--- src/assert_macros.svh ---
// Assertion helpers, checked in simulation only.
`ifndef ASSERT_MACROS_SVH
`define ASSERT_MACROS_SVH

`ifndef SYNTHESIS

// expr holds at every clock edge outside reset
`define ASSERT_ALWAYS(label, clk, rstn, expr) \
    label: assert property (@(posedge clk) disable iff (!(rstn)) (expr)) \
        else $error("assertion failed");

// cons holds in the same cycle as ante
`define ASSERT_IMPLIES(label, clk, rstn, ante, cons) \
    label: assert property (@(posedge clk) disable iff (!(rstn)) (ante) |-> (cons)) \
        else $error("assertion failed");

// cons holds in the cycle after ante
`define ASSERT_NEXT(label, clk, rstn, ante, cons) \
    label: assert property (@(posedge clk) disable iff (!(rstn)) (ante) |=> (cons)) \
        else $error("assertion failed");

`else

`define ASSERT_ALWAYS(label, clk, rstn, expr)
`define ASSERT_IMPLIES(label, clk, rstn, ante, cons)
`define ASSERT_NEXT(label, clk, rstn, ante, cons)

`endif

`endif

--- src/kpls_pkg.sv ---
package kpls_pkg;

    localparam int KEY_BITS = 24;
    localparam int IDX_W    = 5;
    localparam int TIME_W   = 32;
    localparam int DELAY_W  = 16;

    localparam int DEF_ROWS = 3;
    localparam int DEF_COLS = 8;

    localparam logic [IDX_W-1:0]   NO_KEY      = 5'd31;
    localparam logic [DELAY_W-1:0] DELAY_RESET = 16'd1000;

    typedef logic [IDX_W-1:0]    key_idx_t;
    typedef logic [TIME_W-1:0]   time_ms_t;
    typedef logic [DELAY_W-1:0]  delay_ms_t;
    typedef logic [KEY_BITS-1:0] matrix_t;

    typedef struct packed {
        logic     valid;
        key_idx_t key_index;
        logic     shifted;
    } report_t;

endpackage

--- src/keypad_scan_long_press_shift.sv ---
// An accepted word waits in the input register; its result, if it has one,
// moves to the output register once that one is empty or m_ready is high.
// Throughput: one word per cycle while that holds; key pick, deadline add
// and wrap compare all sit between the input and the result register.
// Reset (aresetn, synchronous, active low): no key held, deadline and shift
// mark cleared, hold_delay_ms back to 1000, both word registers empty.
module keypad_scan_long_press_shift #(
    parameter int ROWS = kpls_pkg::DEF_ROWS,
    parameter int COLS = kpls_pkg::DEF_COLS
) (
    input  logic                aclk,
    input  logic                aresetn,
    input  logic                cfg_valid,
    output logic                cfg_ready,
    input  kpls_pkg::delay_ms_t cfg_data,
    input  logic                s_valid,
    output logic                s_ready,
    input  kpls_pkg::matrix_t   s_key_matrix,
    input  kpls_pkg::time_ms_t  s_now_ms,
    output logic                m_valid,
    input  logic                m_ready,
    output kpls_pkg::key_idx_t  m_key_index,
    output logic                m_shifted
);
    import kpls_pkg::*;

    delay_ms_t hold_delay_reg;

    logic      in_valid_reg, in_valid_next;
    matrix_t   in_matrix_reg;
    time_ms_t  in_now_reg;

    logic      out_valid_reg, out_valid_next;
    key_idx_t  out_index_reg;
    logic      out_shifted_reg;

    logic      out_free;
    logic      step;
    key_idx_t  key;
    report_t   rpt;

    assign cfg_ready = 1'b1;

    assign out_free = !out_valid_reg || m_ready;
    assign step     = in_valid_reg && out_free;
    assign s_ready  = !in_valid_reg || step;

    always_comb begin
        in_valid_next = in_valid_reg;
        if (s_ready) begin
            in_valid_next = s_valid;
        end
        out_valid_next = out_valid_reg;
        if (step && rpt.valid) begin
            out_valid_next = 1'b1;
        end else if (m_ready) begin
            out_valid_next = 1'b0;
        end
    end

    always_ff @(posedge aclk) begin
        if (!aresetn) begin
            hold_delay_reg <= DELAY_RESET;
            in_valid_reg   <= 1'b0;
            out_valid_reg  <= 1'b0;
        end else begin
            if (cfg_valid && cfg_ready) begin
                hold_delay_reg <= cfg_data;
            end
            in_valid_reg  <= in_valid_next;
            out_valid_reg <= out_valid_next;
        end
    end

    always_ff @(posedge aclk) begin
        if (s_valid && s_ready) begin
            in_matrix_reg <= s_key_matrix;
            in_now_reg    <= s_now_ms;
        end
        if (step && rpt.valid) begin
            out_index_reg   <= rpt.key_index;
            out_shifted_reg <= rpt.shifted;
        end
    end

    kpls_pick #(
        .ROWS (ROWS),
        .COLS (COLS)
    ) u_pick (
        .key_matrix (in_matrix_reg),
        .key        (key)
    );

    kpls_ctrl u_ctrl (
        .aclk          (aclk),
        .aresetn       (aresetn),
        .step          (step),
        .key           (key),
        .now_ms        (in_now_reg),
        .hold_delay_ms (hold_delay_reg),
        .rpt           (rpt)
    );

    assign m_valid     = out_valid_reg;
    assign m_key_index = out_index_reg;
    assign m_shifted   = out_shifted_reg;

endmodule

--- src/kpls_pick.sv ---
module kpls_pick #(
    parameter int ROWS = kpls_pkg::DEF_ROWS,
    parameter int COLS = kpls_pkg::DEF_COLS
) (
    input  kpls_pkg::matrix_t  key_matrix,
    output kpls_pkg::key_idx_t key
);
    import kpls_pkg::*;

    logic [ROWS-1:0][COLS-1:0] hit;

    // cells whose index falls past the matrix word are never pressed
    for (genvar gr = 0; gr < ROWS; gr++) begin : g_row
        for (genvar gc = 0; gc < COLS; gc++) begin : g_col
            localparam int CELL = gr + gc * ROWS;
            if (CELL < KEY_BITS) begin : g_on
                assign hit[gr][gc] = key_matrix[CELL];
            end else begin : g_off
                assign hit[gr][gc] = 1'b0;
            end
        end
    end

    // highest row wins, then highest column within it
    always_comb begin
        key = NO_KEY;
        for (int r = 0; r < ROWS; r++) begin
            for (int c = 0; c < COLS; c++) begin
                if (hit[r][c]) begin
                    key = IDX_W'(r + c * ROWS);
                end
            end
        end
    end

endmodule

--- src/kpls_ctrl.sv ---
`include "assert_macros.svh"

module kpls_ctrl (
    input  logic                aclk,
    input  logic                aresetn,
    input  logic                step,
    input  kpls_pkg::key_idx_t  key,
    input  kpls_pkg::time_ms_t  now_ms,
    input  kpls_pkg::delay_ms_t hold_delay_ms,
    output kpls_pkg::report_t   rpt
);
    import kpls_pkg::*;

    key_idx_t prev_key_reg, prev_key_next;
    time_ms_t deadline_reg, deadline_next;
    logic     shift_taken_reg, shift_taken_next;

    time_ms_t deadline_sum;
    time_ms_t diff;
    logic     time_after;

    assign deadline_sum = now_ms + TIME_W'(hold_delay_ms);
    assign diff         = now_ms - deadline_reg;
    // wrap-safe: strictly later and less than half the clock range ahead
    assign time_after   = (diff != '0) && !diff[TIME_W-1];

    always_comb begin
        prev_key_next    = prev_key_reg;
        deadline_next    = deadline_reg;
        shift_taken_next = shift_taken_reg;
        rpt.valid        = 1'b0;
        rpt.key_index    = prev_key_reg;
        rpt.shifted      = 1'b0;
        if (step) begin
            prev_key_next = key;
            if (key != prev_key_reg) begin
                shift_taken_next = 1'b0;
                if (key != NO_KEY) begin
                    deadline_next = deadline_sum;
                end else if (!shift_taken_reg) begin
                    rpt.valid = 1'b1;   // release before long press
                end
            end else if (key != NO_KEY && !shift_taken_reg && time_after) begin
                shift_taken_next = 1'b1;
                rpt.valid        = 1'b1;
                rpt.shifted      = 1'b1;
            end
        end
    end

    always_ff @(posedge aclk) begin
        if (!aresetn) begin
            prev_key_reg    <= NO_KEY;
            deadline_reg    <= '0;
            shift_taken_reg <= 1'b0;
        end else begin
            prev_key_reg    <= prev_key_next;
            deadline_reg    <= deadline_next;
            shift_taken_reg <= shift_taken_next;
        end
    end

    `ASSERT_IMPLIES(a_no_null_report, aclk, aresetn, rpt.valid, rpt.key_index != NO_KEY)
    `ASSERT_ALWAYS(a_shift_needs_key, aclk, aresetn, !shift_taken_reg || prev_key_reg != NO_KEY)
    `ASSERT_NEXT(a_shift_marks, aclk, aresetn, rpt.valid && rpt.shifted, shift_taken_reg)

endmodule
--- config.mk ---
export PLATFORM = sky130hd
export DESIGN_NAME = keypad_scan_long_press_shift
export DESIGN_NICKNAME = d
export VERILOG_FILES = /design/src/kpls_pkg.sv /design/src/keypad_scan_long_press_shift.sv /design/src/kpls_pick.sv /design/src/kpls_ctrl.sv
export VERILOG_INCLUDE_DIRS = /design/src /design/src/src
export SDC_FILE = /design/constraint.sdc
export NUM_CORES = 1
export LEC_CHECK = 0
export ABC_AREA = 1
export BUFFER_PORTS_ARGS = -buffer_cell sky130_fd_sc_hd__buf_4
export CAP_MARGIN = 20
export CORE_ASPECT_RATIO = 1.1
export CORE_MARGIN = 10
export CORE_UTILIZATION = 57
export DETAILED_ROUTE_END_ITERATION = 8
export PLACE_DENSITY = 0.78
export SYNTH_ARGS = -nofsm -noshare
export SYNTH_HDL_FRONTEND = slang
export SYNTH_SLANG_ARGS = --single-unit
--- constraint.sdc ---
create_clock -name aclk -period 3.75 [get_ports aclk]
set_input_delay 0.1875 -clock aclk [delete_from_list [all_inputs] [get_ports aclk]]
set_output_delay 0.1875 -clock aclk [all_outputs]
set_load 0.1 [all_outputs]
Word level (Yosys, flattened, before mapping) --
Cells that the tools add are included.
Operators by class: $add $sub $neg 2, equality and inequality tests 2, mux-type cells 33, bitwise operators 1, reduce and logical (&&, ||, !) cells 18
Operators by type and width (count):
- two-way mux 5 bit | 24
- adder 32 x 16 -> 32 bit | 1
- nonzero test 32 bit | 1
- subtractor 32 bit | 1
- two-way mux 1 bit | 9
- logical AND 1 bit | 6
- inequality test 5 bit | 1
- inequality test 5 bit (second input constant) | 1
- zero test 1 bit | 4
- nonzero test 2 bit | 2
- AND reduction 3 bit | 1
- logical OR 1 bit | 2
- AND reduction 2 bit | 1
- OR reduction 2 bit | 1
- NOT 1 bit | 1
Storage, ports and cells: bits in registers 118, input port bits 77

Depth between registers and ports, before layout --
word-level depth 32, gate-level depth with buffers 28

Hierarchy --
A second synthesis with hierarchy kept.
Second synthesis, totals: cell total of the unflattened synthesis 1180, area total of the unflattened synthesis 8109.0 um^2
Modules (own cells, without submodules):
- kpls_ctrl | times used 1, cells an instance 944, area an instance 5208.7 um^2
- keypad_scan_long_press_shift | times used 1, cells an instance 149, area an instance 2527.4 um^2
- kpls_pick | times used 1, cells an instance 87, area an instance 372.9 um^2

Least setup slack after synthesis --
No wires, ideal clock.
path kind flip-flop to flip-flop, start register out_valid_reg (netlist: m_valid), end register in_matrix_reg[0], enable pin, setup time 410 ps, data arrival time 2795 ps, setup slack 545 ps, cell stages (with the launch flop) 6, path buffers 0, cells stage by stage dfxtp_1 > inv_1 > nor2_1 > nand2_1 > nand2_1 > inv_1
Between the ends: word-level cells in the longest chain between the ends 5
RTL lines:
- from (decl) | RTL line keypad_scan_long_press_shift.sv:33 | logic out_valid_reg, out_valid_next;
- from (signal assigned) | RTL line keypad_scan_long_press_shift.sv:71 | out_valid_reg <= out_valid_next;
- zero test 1 bit | RTL line keypad_scan_long_press_shift.sv:44 | assign out_free = !out_valid_reg || m_ready;
- logical OR 1 bit | RTL line keypad_scan_long_press_shift.sv:44
- logical AND 1 bit | RTL line keypad_scan_long_press_shift.sv:45 | assign step = in_valid_reg && out_free;
- logical OR 1 bit | RTL line keypad_scan_long_press_shift.sv:46 | assign s_ready = !in_valid_reg || step;
- net s_ready | RTL line keypad_scan_long_press_shift.sv:17 | output logic s_ready,
- logical AND 1 bit | RTL line keypad_scan_long_press_shift.sv:76 | if (s_valid && s_ready) begin
- to (signal assigned) | RTL line keypad_scan_long_press_shift.sv:77 | in_matrix_reg <= s_key_matrix;
- to (decl) | RTL line keypad_scan_long_press_shift.sv:30 | matrix_t in_matrix_reg;
The timed path passes the listed nets, and every way through them passes these cells. A chain may end at the register's enable or synchronous reset.

Worst setup path in the final report --
start register in_now_reg[0], end register out_index_reg[0] (netlist: m_key_index[0]), enable pin
Between the ends: word-level cells in the longest chain between the ends 8, elaborated cells on any way between the ends 9, classes of those cells add/sub: 1; mux: 3; reduce/logical: 5
RTL lines:
- from (decl) | RTL line keypad_scan_long_press_shift.sv:31 | time_ms_t in_now_reg;
- from (signal assigned) | RTL line keypad_scan_long_press_shift.sv:78 | in_now_reg <= s_now_ms;
- subtractor 32 bit * | RTL line kpls_ctrl.sv:23 | assign diff = now_ms - deadline_reg;
- nonzero test 32 bit / zero test 1 bit (equally long branches) | RTL line kpls_ctrl.sv:25 | assign time_after = (diff != '0) && !diff[TIME_W-1];
- logical AND 1 bit * | RTL line kpls_ctrl.sv:25
- logical AND 1 bit * | RTL line kpls_ctrl.sv:43 | end else if (key != NO_KEY && !shift_taken_reg && time_after) begin
- two-way mux 1 bit * | RTL line kpls_ctrl.sv:43
- two-way mux 1 bit * | RTL line kpls_ctrl.sv:36 | if (key != prev_key_reg) begin
- two-way mux 1 bit * | RTL line kpls_ctrl.sv:34 | if (step) begin
- logical AND 1 bit * | RTL line keypad_scan_long_press_shift.sv:80 | if (step && rpt.valid) begin
- to (signal assigned) | RTL line keypad_scan_long_press_shift.sv:81 | out_index_reg <= rpt.key_index;
- to (decl) | RTL line keypad_scan_long_press_shift.sv:34 | key_idx_t out_index_reg;
Every way passes the cells marked *; elsewhere a longest branch is shown, timed or not.

==> flow_results.org <==
** Placed design
- Routability-driven placement finished with a final weighted congestion of 0.944.
- The wire-length estimate of the detail-placed layout is 14400 µm.
- Placed Instance Area :: 8580 µm²
- Buffers placed on the I/O ports in this run total 84.

** Setup path
- Setup CP Type :: reg -> reg
- CP Launch Type :: flop
- The startpoint identified for the worst register-to-register timing path is in_now_reg[0].
- The worst register-to-register path has a setup slack of 0.42 ns.
- Largest fanout on the critical path :: 6
- Worst EP required :: 3.90 ns
- In this run the critical register-to-register path is captured at m_key_index[0].
- The worst setup path is captured at a flop.
- For the worst setup path, the data arrival time is 3.48 ns.
- The worst register-to-register path has a depth of 20.

** Drt
- Remaining antenna violation count :: 0
- DR iter-0 viols :: 437
- For this block, the routed nets add up to 21200 µm of wire.
- Number of detailed-route iterations in the first pass :: 7
- After detailed routing, the number of remaining DRC violations is 0.
- Dividing the detail-routed via count by the number of cells gives 5.34.
- Detailed routing inserted a total of 7362 vias.
- After detailed routing, the average wire length per cell comes to 15.4 µm.

** Synthesis
- The most common cell in the synthesized netlist is nand2_1.
- Mean area per synthesized cell :: 7.67 µm²
- The largest total area in the synthesized netlist belongs to edfxtp_1.
- Syn nets :: 1151
- Synth unique cells :: 48
- Counting flops and latches in the post-synthesis netlist gives 118.
- Area share of the leading cell type in the synthesized netlist :: 23.7%
- For this run, asynchronously set or reset flops after synthesis account for 0%.
- By area the synthesized netlist is led by edfxtp_1, dfxtp_1, nand2_1, ha_1, inv_1.
- Synth top cells by count :: nand2_1, inv_1, nand3_1
- Post-synth top flop :: edfxtp_1
- Yosys mapped a number of flops with a built-in enable equal to 62.
- Sequential element share of the synthesized area :: 37.9%
- In the synthesized netlist, the number of instances is 1025.
- Post-synthesis instance area :: 7860 µm²
- Yosys Warn Count :: 0

** Die
- For this design the top-level I/O count stands at 86.
- Die height :: 143 µm
- In this run the horizontal extent of the chip is 132 µm.
- The floorplan has 44 rows.
- For this configuration, the core starts out at a cell density of 58.8%.
- The floorplan step defined a die boundary enclosing 18900 µm².
- Placeable core region :: 13400 µm²

** Timing
- Setup repair after global routing left no endpoint under its margin.
- Final worst-path cycle share :: 88.7%
- Count of endpoints failing hold in the final timing report :: 0
- Slew at the pin closest to its max-slew limit :: 1.04 ns
- Final setup vio count :: 0
- Number of pins exceeding their max-slew limit in the final report :: 0
- Worst slew margin relative to its limit :: 30.8%
- Hold is met by 0.000768 ns.
- Clock skew on the completed layout was measured at 0.0128 ns.
- The smallest clock period supported by the final layout is computed as 3.33 ns.
- Adding up every negative setup slack in the final design gives 0 ns.
- Maximum achievable frequency :: 0.301 GHz

** Layout
- Number of nets at the end of the flow :: 1308
- Cells with a size suffix above 1 make up 16.4% of the layout.
- Antenna Cells :: 0
- Compared with the post-synthesis result, the final layout area differs by 25.4%.
- With fillers left out, the area of the finished cells amounts to 9860 µm².

** CTS
- The clock net in this run drives a total of 118 sinks.
- TritonCTS built the clock tree.
- Gates resized during post-CTS repair numbered 0.
- After clock tree synthesis, the clock-pin slew on the worst setup and hold paths is 0.06 ns.
- The clock passes through at most 2 buffers.
- The cell sitting at the root of the clock tree is a clkbuf_16.
- Number of buffers created by CTS :: 17
- In this run the number of H-tree levels came out at 4.
- Cts-stage hold buffer count :: 69
- Once the clock tree was built, the setup fixing pass inserted 0 buffers.
- At the later pin of the worst-skew pair, clock insertion delay measures 0.44 ns.

** Global routing
- Entering global routing, the biggest net connects 42 pins.
- Wire length of the first global-routing pass :: 35000 µm
- Total routing usage reported by global routing :: 22.6%
- Global routing finished with a remaining overflow of 0.
- The initial antenna violation count came to 0.
- Vias in the first global route :: 7402

** Hold path
- End point of the worst hold path :: hold_delay_reg[14]
- Min-Delay Startpoint :: cfg_data[14]
- Worst Hold Depth :: 3
- The worst hold path belongs to the class in -> reg.

** Power and ir drop
- Summed over all cells, the static leakage comes to 4.37 nW.
- Power spread over the standard cell area amounts to 413 nW/µm².
- VDD sags by at most 368 µV.

** Job
- The tool flagged a number of max-cap violations equal to 0.

** Status
- The flow ran to the end, and the final reports show no timing, DRC or antenna violations.
report_power, final:
part | leakage, nW | switching, mW | total (mW) | internal (mW)
clock | 0.284 | 0.600 | 1.66 | 1.06
combinational | 3.03 | 0.545 | 0.917 | 0.373
sequential | 1.06 | 0.0589 | 1.50 | 1.44
total | 4.37 | 1.20 | 4.08 | 2.87
stage by stage:
step | instances | setup slack, ns | power, mW | util, %
floorplan | 1025 | 0.545 | 2.15 | -
detailed placement | 1278 | 0.497 | 2.36 | 64.2
CTS | 1379 | 0.468 | 4.05 | 73.7
global route | 1379 | 0.183 | 4.25 | 73.7
global placement | 1278 | 0.549 | 2.34 | 64.2
finish | 1379 | 0.422 | 4.08 | 73.7
critical path, stage by stage (launching register included):
cell      delay [ns]
edfxtp_1        0.37
inv_1           0.06
ha_1            0.22
fa_1            0.42
inv_1           0.17
nand3_1         0.12
nand2_1         0.12
nand2_1         0.06
nand2_1         0.14
nand3_1         0.13
nand2_1         0.13
a21o_1          0.16
a21o_1          0.17
or2_0           0.12
nand3_1         0.06
nor2_1          0.10
nand4_1         0.08
nand2_1         0.06
inv_1           0.05
nand2_1         0.09
nand2_1         0.18
area by class of cell:
type                    instances  area, µm²
clock buffers                  22        454
clock inverters                10        134
fillers                      1026       3520
inverters                     148        556
multi-input cells             741       4160
flip-flops and latches        118       2980
well taps                     184        230
repair buffers                156       1340
placed cells by master, fill, tap and decap left out, types with 3 or more instances in the layout:
cell	n
buf_4	87
nor4_1	6
a21oi_1	65
clkinv_2	4
xnor2_1	14
o21ai_1	4
xor2_1	25
a21oi_2	31
dlygate4sd3_1	69
nor2_1	92
nor3_1	11
edfxtp_1	62
inv_2	5
nand4_1	24
nand2_1	215
clkbuf_1	4
o21ai_0	35
clkbuf_16	17
nand2_2	36
dfxtp_1	56
nor2_2	3
inv_1	142
o21bai_1	3
ha_1	47
a21o_1	5
nand3_1	98
bufinv_16	3
per-layer routing:
metal | share of wire [%] | track usage (%)
met2 | 50 | 40.8
met3 | 5.1 | 5.05
met5 | 0 | 0
met1 | 42 | 24.6
met4 | 3.3 | 11.1
cell families after synthesis:
family / share of synthesized area [%]
simple gates: 28.4
buf+inv: 9.14
compound gates: 12.1
flops: 37.9
fa+ha+maj: 7.99
xor+xnor: 4.35
other cells: 0.0477
how the worst max path moves through the flow:
stage	startpoint	endpoint	slack, ns	cells after the start
finish	in_now_reg[0]	m_key_index[0]	0.42	20
global route	in_now_reg[0]	m_key_index[4]	0.18	20
CTS	in_now_reg[0]	m_key_index[1]	0.47	20
detailed placement	in_now_reg[0]	m_key_index[1]	0.50	20
global placement	in_now_reg[0]	m_key_index[2]	0.55	20
floorplan	m_valid	in_matrix_reg[0]	0.55	5
Power figures use the tool's default switching activity.
